`config.mk`:
```
export PLATFORM = sky130hd
export DESIGN_NAME = are_ctrl
export DESIGN_NICKNAME = d
export VERILOG_FILES = /design/src/are_pkg.sv /design/src/are_ctrl.sv
export SDC_FILE = /design/constraint.sdc
export NUM_CORES = 1
export LEC_CHECK = 0
export ABC_AREA = 1
export BUFFER_PORTS_ARGS = -buffer_cell sky130_fd_sc_hd__buf_2
export CAP_MARGIN = 0
export CORE_MARGIN = 2
export CORE_UTILIZATION = 44
export CTS_CLUSTER_DIAMETER = 30
export CTS_CLUSTER_SIZE = 10
export DETAILED_ROUTE_END_ITERATION = 8
export PLACE_DENSITY = 0.71
export SYNTH_ARGS = -nofsm -noshare
export SYNTH_HDL_FRONTEND = slang
export SYNTH_SLANG_ARGS = --single-unit
```
`constraint.sdc`:
```
create_clock -name clk -period 1.75 [get_ports clk]
set_clock_uncertainty 0.2 [all_clocks]
set_input_delay 0.35 -clock clk [delete_from_list [all_inputs] [get_ports clk]]
set_output_delay 0.35 -clock clk [all_outputs]
set_load 0.01 [all_outputs]
```
`src/are_pkg.sv`:
```
`timescale 1ns / 1ps
// ----------------------------------------------------------------------------
// Adaptive range encoder package
// Shared constants, register codes, controller states, datapath commands and
// the status bundle that runs between the controller and the datapath.
// ----------------------------------------------------------------------------
package are_pkg;

  // Default sizes handed to the top level parameters.
  localparam int MAX_SYMBOL_BITS_DEF = 8;
  localparam int COUNT_BITS_DEF      = 21;

  // Register reset values.
  localparam logic [4:0] INPUT_BITS_RST  = 5'd8;
  localparam logic [3:0] SYMBOL_BITS_RST = 4'd8;

  // Register index, taken from address bit 2.
  typedef enum logic {
    REG_INPUT_BITS  = 1'b0,
    REG_SYMBOL_BITS = 1'b1
  } reg_idx_t;

  // Controller states.
  typedef enum logic [4:0] {
    S_INIT_START,
    S_INIT,
    S_IDLE,
    S_CUM_RD,
    S_CUM_ACC,
    S_FREQ_RD,
    S_FREQ_LD,
    S_DIV,
    S_MUL_CLO,
    S_MUL_CHI,
    S_SUM_PROD,
    S_ADD_LOW,
    S_MUL_RLO,
    S_MUL_RHI,
    S_SET_RANGE,
    S_BUMP_CHK,
    S_BUMP_RD,
    S_BUMP_WR,
    S_RENORM,
    S_FLUSH
  } state_t;

  // Datapath commands, one per cycle.
  typedef enum logic [4:0] {
    OP_NOP,
    OP_INIT_START,
    OP_INIT_STEP,
    OP_LOAD,
    OP_CUM_RD,
    OP_CUM_ACC,
    OP_FREQ_RD,
    OP_FREQ_LD,
    OP_DIV_STEP,
    OP_MUL_CLO,
    OP_MUL_CHI,
    OP_SUM_PROD,
    OP_ADD_LOW,
    OP_MUL_RLO,
    OP_MUL_RHI,
    OP_SET_RANGE,
    OP_BUMP_CHK,
    OP_BUMP_RD,
    OP_BUMP_WR,
    OP_RENORM,
    OP_FLUSH
  } dp_op_t;

  // Status from the datapath to the controller.
  typedef struct packed {
    logic init_last;
    logic lvl_last;
    logic div_last;
    logic count_full;
    logic renorm_need;
    logic fill_full;
    logic out_free;
    logic flush_last;
    logic item_last;
  } dp_status_t;

endpackage

```
`src/are_ctrl.sv`:
```
`timescale 1ns / 1ps
// ----------------------------------------------------------------------------
// Adaptive range encoder controller
// Sequences one sample through tree walk, division, multiplies, count update,
// renormalization or flush, and the model initialization sweep.
// ----------------------------------------------------------------------------
module are_ctrl (
  input  logic              clk,
  input  logic              rst,
  input  logic              cfg_wr,
  input  logic              in_valid,
  output logic              in_stall,
  input  are_pkg::dp_status_t status,
  output are_pkg::dp_op_t   op
);

  are_pkg::state_t state;
  are_pkg::state_t state_next;

  // State register.
  always_ff @(posedge clk) begin
    if (rst) begin
      state <= are_pkg::S_INIT_START;
    end else begin
      state <= state_next;
    end
  end

  // Next state and command.
  always_comb begin
    state_next = state;
    op         = are_pkg::OP_NOP;
    in_stall   = 1'b1;
    case (state)
      are_pkg::S_INIT_START: begin
        op         = are_pkg::OP_INIT_START;
        state_next = are_pkg::S_INIT;
      end
      are_pkg::S_INIT: begin
        op = are_pkg::OP_INIT_STEP;
        if (status.init_last) begin
          state_next = are_pkg::S_IDLE;
        end
      end
      are_pkg::S_IDLE: begin
        in_stall = cfg_wr;
        if (in_valid && !cfg_wr) begin
          op         = are_pkg::OP_LOAD;
          state_next = are_pkg::S_CUM_RD;
        end
      end
      are_pkg::S_CUM_RD: begin
        op         = are_pkg::OP_CUM_RD;
        state_next = are_pkg::S_CUM_ACC;
      end
      are_pkg::S_CUM_ACC: begin
        op         = are_pkg::OP_CUM_ACC;
        state_next = status.lvl_last ? are_pkg::S_FREQ_RD : are_pkg::S_CUM_RD;
      end
      are_pkg::S_FREQ_RD: begin
        op         = are_pkg::OP_FREQ_RD;
        state_next = are_pkg::S_FREQ_LD;
      end
      are_pkg::S_FREQ_LD: begin
        op         = are_pkg::OP_FREQ_LD;
        state_next = are_pkg::S_DIV;
      end
      are_pkg::S_DIV: begin
        op = are_pkg::OP_DIV_STEP;
        if (status.div_last) begin
          state_next = are_pkg::S_MUL_CLO;
        end
      end
      are_pkg::S_MUL_CLO: begin
        op         = are_pkg::OP_MUL_CLO;
        state_next = are_pkg::S_MUL_CHI;
      end
      are_pkg::S_MUL_CHI: begin
        op         = are_pkg::OP_MUL_CHI;
        state_next = are_pkg::S_SUM_PROD;
      end
      are_pkg::S_SUM_PROD: begin
        op         = are_pkg::OP_SUM_PROD;
        state_next = are_pkg::S_ADD_LOW;
      end
      are_pkg::S_ADD_LOW: begin
        op         = are_pkg::OP_ADD_LOW;
        state_next = are_pkg::S_MUL_RLO;
      end
      are_pkg::S_MUL_RLO: begin
        op         = are_pkg::OP_MUL_RLO;
        state_next = are_pkg::S_MUL_RHI;
      end
      are_pkg::S_MUL_RHI: begin
        op         = are_pkg::OP_MUL_RHI;
        state_next = are_pkg::S_SET_RANGE;
      end
      are_pkg::S_SET_RANGE: begin
        op         = are_pkg::OP_SET_RANGE;
        state_next = are_pkg::S_BUMP_CHK;
      end
      are_pkg::S_BUMP_CHK: begin
        op = are_pkg::OP_BUMP_CHK;
        if (!status.count_full) begin
          state_next = are_pkg::S_BUMP_RD;
        end else begin
          state_next = status.item_last ? are_pkg::S_FLUSH : are_pkg::S_RENORM;
        end
      end
      are_pkg::S_BUMP_RD: begin
        op         = are_pkg::OP_BUMP_RD;
        state_next = are_pkg::S_BUMP_WR;
      end
      are_pkg::S_BUMP_WR: begin
        op = are_pkg::OP_BUMP_WR;
        if (!status.lvl_last) begin
          state_next = are_pkg::S_BUMP_RD;
        end else begin
          state_next = status.item_last ? are_pkg::S_FLUSH : are_pkg::S_RENORM;
        end
      end
      are_pkg::S_RENORM: begin
        if (!status.renorm_need) begin
          state_next = are_pkg::S_IDLE;
        end else if (!status.fill_full || status.out_free) begin
          op = are_pkg::OP_RENORM;
        end
      end
      are_pkg::S_FLUSH: begin
        if (status.out_free) begin
          op = are_pkg::OP_FLUSH;
          if (status.flush_last) begin
            state_next = are_pkg::S_INIT_START;
          end
        end
      end
      default: begin
        state_next = are_pkg::S_INIT_START;
      end
    endcase
    // A register write restarts the message.
    if (cfg_wr) begin
      state_next = are_pkg::S_INIT_START;
    end
  end

endmodule

```
Word-level counts from Yosys, hierarchy flattened
Index checks and enable logic that the tools add are counted.
{ "op_classes": {"n_reduce_logical": 7, "n_eq_ne": 25, "n_mux": 17} }
{ "op_table": {"columns": ["cell", "n"], "rows": [
  ["$pmux 5 s20", 2],
  ["$mux 5", 9],
  ["$eq 5x4->1 const B", 8],
  ["$eq 5x3->1 const B", 4],
  ["$eq 5x5->1 const B", 4],
  ["$ne 2x2->1 const B", 6],
  ["$eq 5x2->1 const B", 2],
  ["$mux 2", 3],
  ["$reduce_and 6->1", 1],
  ["$eq 5x1->1 const B", 1],
  ["$logic_not 5->1", 1],
  ["$mux 3", 1],
  ["$logic_not 1->1", 2],
  ["$mux 1", 2],
  ["$reduce_or 2->1", 1],
  ["$logic_and 1x1->1", 1],
  ["$logic_or 1x1->1", 1]
]} }
{ "totals": {"in_bits": 13, "ff_bits": 5} }

Longest topological paths before layout
{ "logic_depth": {"word_depth": 5, "mapped_depth": 9} }

Worst setup path after synthesis
OpenSTA, ideal clock, no wires.
{ "synth_timing": {"path_kind": "register to output", "from": "register state[4]", "to": "output op[1]", "path_slack_ns": 0.177, "stages_incl_launch_ff": 8, "required_ns": 1.200, "path_buffers": 2, "t_arrival_ns": 1.023, "path_cell_list": "dfxtp_1 -> buf_4 -> inv_2 -> buf_4 -> nand3_1 -> inv_1 -> nand3_1 -> o2111ai_1"} }
{ "synth_between": {"elab_chain_cells": 2} }
{ "synth_rtl": {"columns": ["element", "line_no", "source"], "rows": [
  ["start, declared", "are_ctrl.sv:17", "are_pkg::state_t state;"],
  ["start signal, assigned", "are_ctrl.sv:23", "state <= are_pkg::S_INIT_START;"],
  ["start signal, assigned", "are_ctrl.sv:25", "state <= state_next;"],
  ["$eq 5x5->1, or another cell as far along", "are_ctrl.sv:34", "case (state)"],
  ["$pmux 5 s20 *", "are_ctrl.sv:34", null],
  ["end, declared", "are_ctrl.sv:14", "output are_pkg::dp_op_t op"]
]} }
Mark *: on every way between the ends. The rest lies on a longest branch, timed or not.

Worst setup path in the final report
{ "layout_timing": {"from": "register state[4]", "to": "output op[0]"} }
Same word-level chain as after synthesis.

==> results.py <==
metrics = {
    "cells_and_area": {
        "top_regs": "state (5)",
        "top_register": "state",
        "nFillCells": 108,
        "area_growth_pct": 62.6,
        "fin_area_sq_um": 962,
        "n_antenna_cell": 0,
        "nNetsFinal": 157,
        "largest_reg_flops": 5,
        "layout-drive-gt1-share_pct": 51.7,
        "seqCellArea_sq_um": 116,
        "multi_input_area_sq_um": 533,
    },
    "min_path": {
        "hp-class": "in2reg",
        "hold_start": "rst",
        "min_path_cells": 3,
        "whs_endpoint": "state[1]",
    },
    "synth": {
        "syn_inst": 110,
        "synth.net_count": 123,
        "synth_seq_area_share_pct": 16.9,
        "yosysUniqueCellTypes": 21,
        "ys_top_cells_by_area": "nand2_1, dfxtp_1, nand3_1",
        "syn_area_sq_um": 592,
        "yosysWarnings": 0,
        "synth_area_per_cell_sq_um": 5.38,
        "ys_seq_elements": 5,
        "ys_top_cells_by_count": "nand2_1, nor2_1, nand3_1",
        "synth.most_common_cell": "nand2_1",
        "synth_ff_type": "dfxtp_1",
        "synth.top_cell.area_share_pct": 21.6,
        "synth_top_area_cell": "nand2_1",
        "synth-edff-count": 0,
        "ys_async_sr_fraction_pct": 0,
    },
    "timing": {
        "final_min_period_over_clock_period_pct": 109,
        "setup_ws_ps": -161,
        "finalSetupViolCount": 5,
        "slew_violations": 0,
        "slew_headroom_pct": 82.6,
        "min_period_ps": 1910,
        "hold_viol_final": 0,
        "rsz0062_at_grt": "yes",
        "fmax_mhz": 523,
        "worst_pin_slew_ps": 260,
    },
    "global_routing": {
        "track_usage_pct": 27.8,
        "grt_max_degree": 11,
        "overflow": 0,
        "grt_pass1_wl_um": 2950,
        "antenna_found_initial": 0,
        "grt_pass1_vias": 722,
    },
    "floorplanning": {
        "start_util_pct": 46.1,
        "ios": 19,
        "core_sq_um": 1280,
        "die_y_um": 40.7,
        "row_count": 13,
        "die_w_um": 40.7,
        "fp.dieArea_sq_um": 1650,
    },
    "routing": {
        "drtPass1Iterations": 5,
        "viasPerCell": 5.58,
        "drtAntennaViolNets": 0,
        "post-route-drc-count": 0,
        "drt_iter0_markers": 36,
        "routed_wl_um": 2080,
        "wl_per_cell_um": 13.1,
        "vias": 882,
    },
    "outcome": {
        "outcome": "complete, but fails checks",
        "violations": "setup timing",
    },
    "run": {
        "maxCapViolations": 0,
    },
    "placement": {
        "port_buffers": 18,
        "gp_congestion": 0.900,
        "dp.final_hpwl_um": 1330,
        "placed_cell_area_sq_um": 746,
        "pre_cts_ws_ps": -1.25,
    },
    "critical_path": {
        "crit_path_top_delay_cell": "dfxtp_2",
        "worstSetupPathType": "reg2out",
        "critPathMaxStageDelay_ps": 340,
        "r2r_cells": 10,
        "crit_chain": "buf_6, nor2_4, buf_4, a21oi_2, nand4_1, buf_2",
        "endpoint_kind": "primary output",
        "reg2reg_to": "state[0]",
        "crit_family": "buffers and inverters",
        "arrival_ps": 1360,
        "cp.required_ps": 1200,
        "critPathLaunchType": "flip-flop",
        "critPathMaxFanout": 9,
        "ff2ff_setup_slack_ps": 160,
        "r2r-start": "state[3]",
        "cp_num_buf_inv": 3,
    },
    "clocking": {
        "insertion_delay_ps": 250,
        "root_buffer": "clkbuf_4",
        "numClockSinks": 5,
        "cts_tree": "done",
        "cts_hold_buf": 0,
        "cts_buffers": 3,
        "cts_buffer_depth": 2,
        "cts.htree.levels": 1,
        "path_clk_slew_ps": 40,
    },
    "power": {
        "irDropWorstVdd_v": 0.000282,
        "leakagePower_nw": 0.507,
        "p_per_area_nw_per_um2": 364,
        "total_power_mw": 0.350,
    },
}
## final cells by class
type | instances | share of cell area (%)
Clock buffer | 4 | 2.73
Inverter | 16 | 7.54
Tap cell | 15 | 1.95
Timing Repair Buffer | 31 | 20.3
Multi-Input combinational cell | 87 | 55.4
Sequential cell | 5 | 12.1
## routing by layer
metal	wire (um)	vias up	GRT usage, %
met5	0	-	0
met4	63	0	10.0
met3	150	10	8.15
met2	1020	56	51.2
met1	838	388	29.6
li1	-	428	-
## worst register-to-register path, delay by kind of cell, from the launching register on
kind / cells / cell delay [ps]
buffers and inverters: 2 / 230
AND/OR/NAND/NOR: 7 / 570
flip-flops: 1 / 390
AO/OA/AOI/OAI: 1 / 140
## per-stage QoR
stage | hold slack, ps | TNS (ps) | cells | utilization [%]
after floorplan | 301 | 0 | 110 | -
after global placement | 320 | 0 | 149 | 58.0
after detailed placement | 319 | -1.25 | 149 | 58.0
after CTS | 203 | -516 | 156 | 69.6
after global routing | 208 | -894 | 158 | 74.9
final | 215 | -582 | 158 | 74.9
## placed cells by master (no fill, tap or decap)
| cell type | n |
|---|---|
| o21bai_4 | 1 |
| a21oi_2 | 2 |
| nand3_2 | 3 |
| dfxtp_2 | 1 |
| clkinv_4 | 1 |
| a21oi_1 | 4 |
| nand4_1 | 3 |
| inv_1 | 7 |
| dfxtp_4 | 4 |
| nand4_2 | 1 |
| buf_4 | 11 |
| o31ai_4 | 1 |
| buf_6 | 2 |
| inv_4 | 3 |
| o2111ai_2 | 1 |
| nand2_4 | 2 |
| buf_2 | 18 |
| clkbuf_1 | 1 |
| nor2_4 | 5 |
| or2_2 | 2 |
| inv_2 | 5 |
| a211oi_1 | 1 |
| o211ai_1 | 1 |
| nor2_2 | 3 |
| nand3b_1 | 1 |
| clkbuf_4 | 3 |
| nand3_1 | 10 |
| nor2_1 | 11 |
| nand2_2 | 4 |
| nand3_4 | 1 |
| nand2_1 | 30 |
## logic make-up (layout without fill, tap and decap cells)
| kind of cell | after synthesis | after routing | share of synthesized area, % |
|---|---|---|---|
| and+or+nand+nor | 76 | 76 | 57.9 |
| DFF | 5 | 5 | 16.9 |
| AOI/OAI and AO/OA | 11 | 11 | 12.3 |
| buffers and inverters | 18 | 51 | 12.9 |
## how the worst max path moves through the flow
stage,startpoint,endpoint,slack (ps),cells past startpoint
2_1_floorplan,state[4],op[1],180,7
3_3_place_gp,state[1],op[1],10,7
3_5_place_dp,state[1],op[1],-1,7
4_1_cts,state[3],op[1],-150,7
5_1_grt,state[1],op[1],-200,7
6_report,state[4],op[0],-160,6
## repair_timing
item / 4_1_cts / 5_1_grt
gates resized for setup: 27 / 18
pin swaps: 4 / 9
buffers inserted: 3 / 2
endpoints found under the setup margin: 6 / 6
## report_power, final
group / internal [mW] / switching, mW / leakage [nW]
combinational: 0.0406 / 0.0506 / 0.448
sequential: 0.113 / 0.00803 / 0.0441
clock: 0.0865 / 0.0515 / 0.0150
total: 0.240 / 0.110 / 0.507
(Power assumes the default switching activity.)
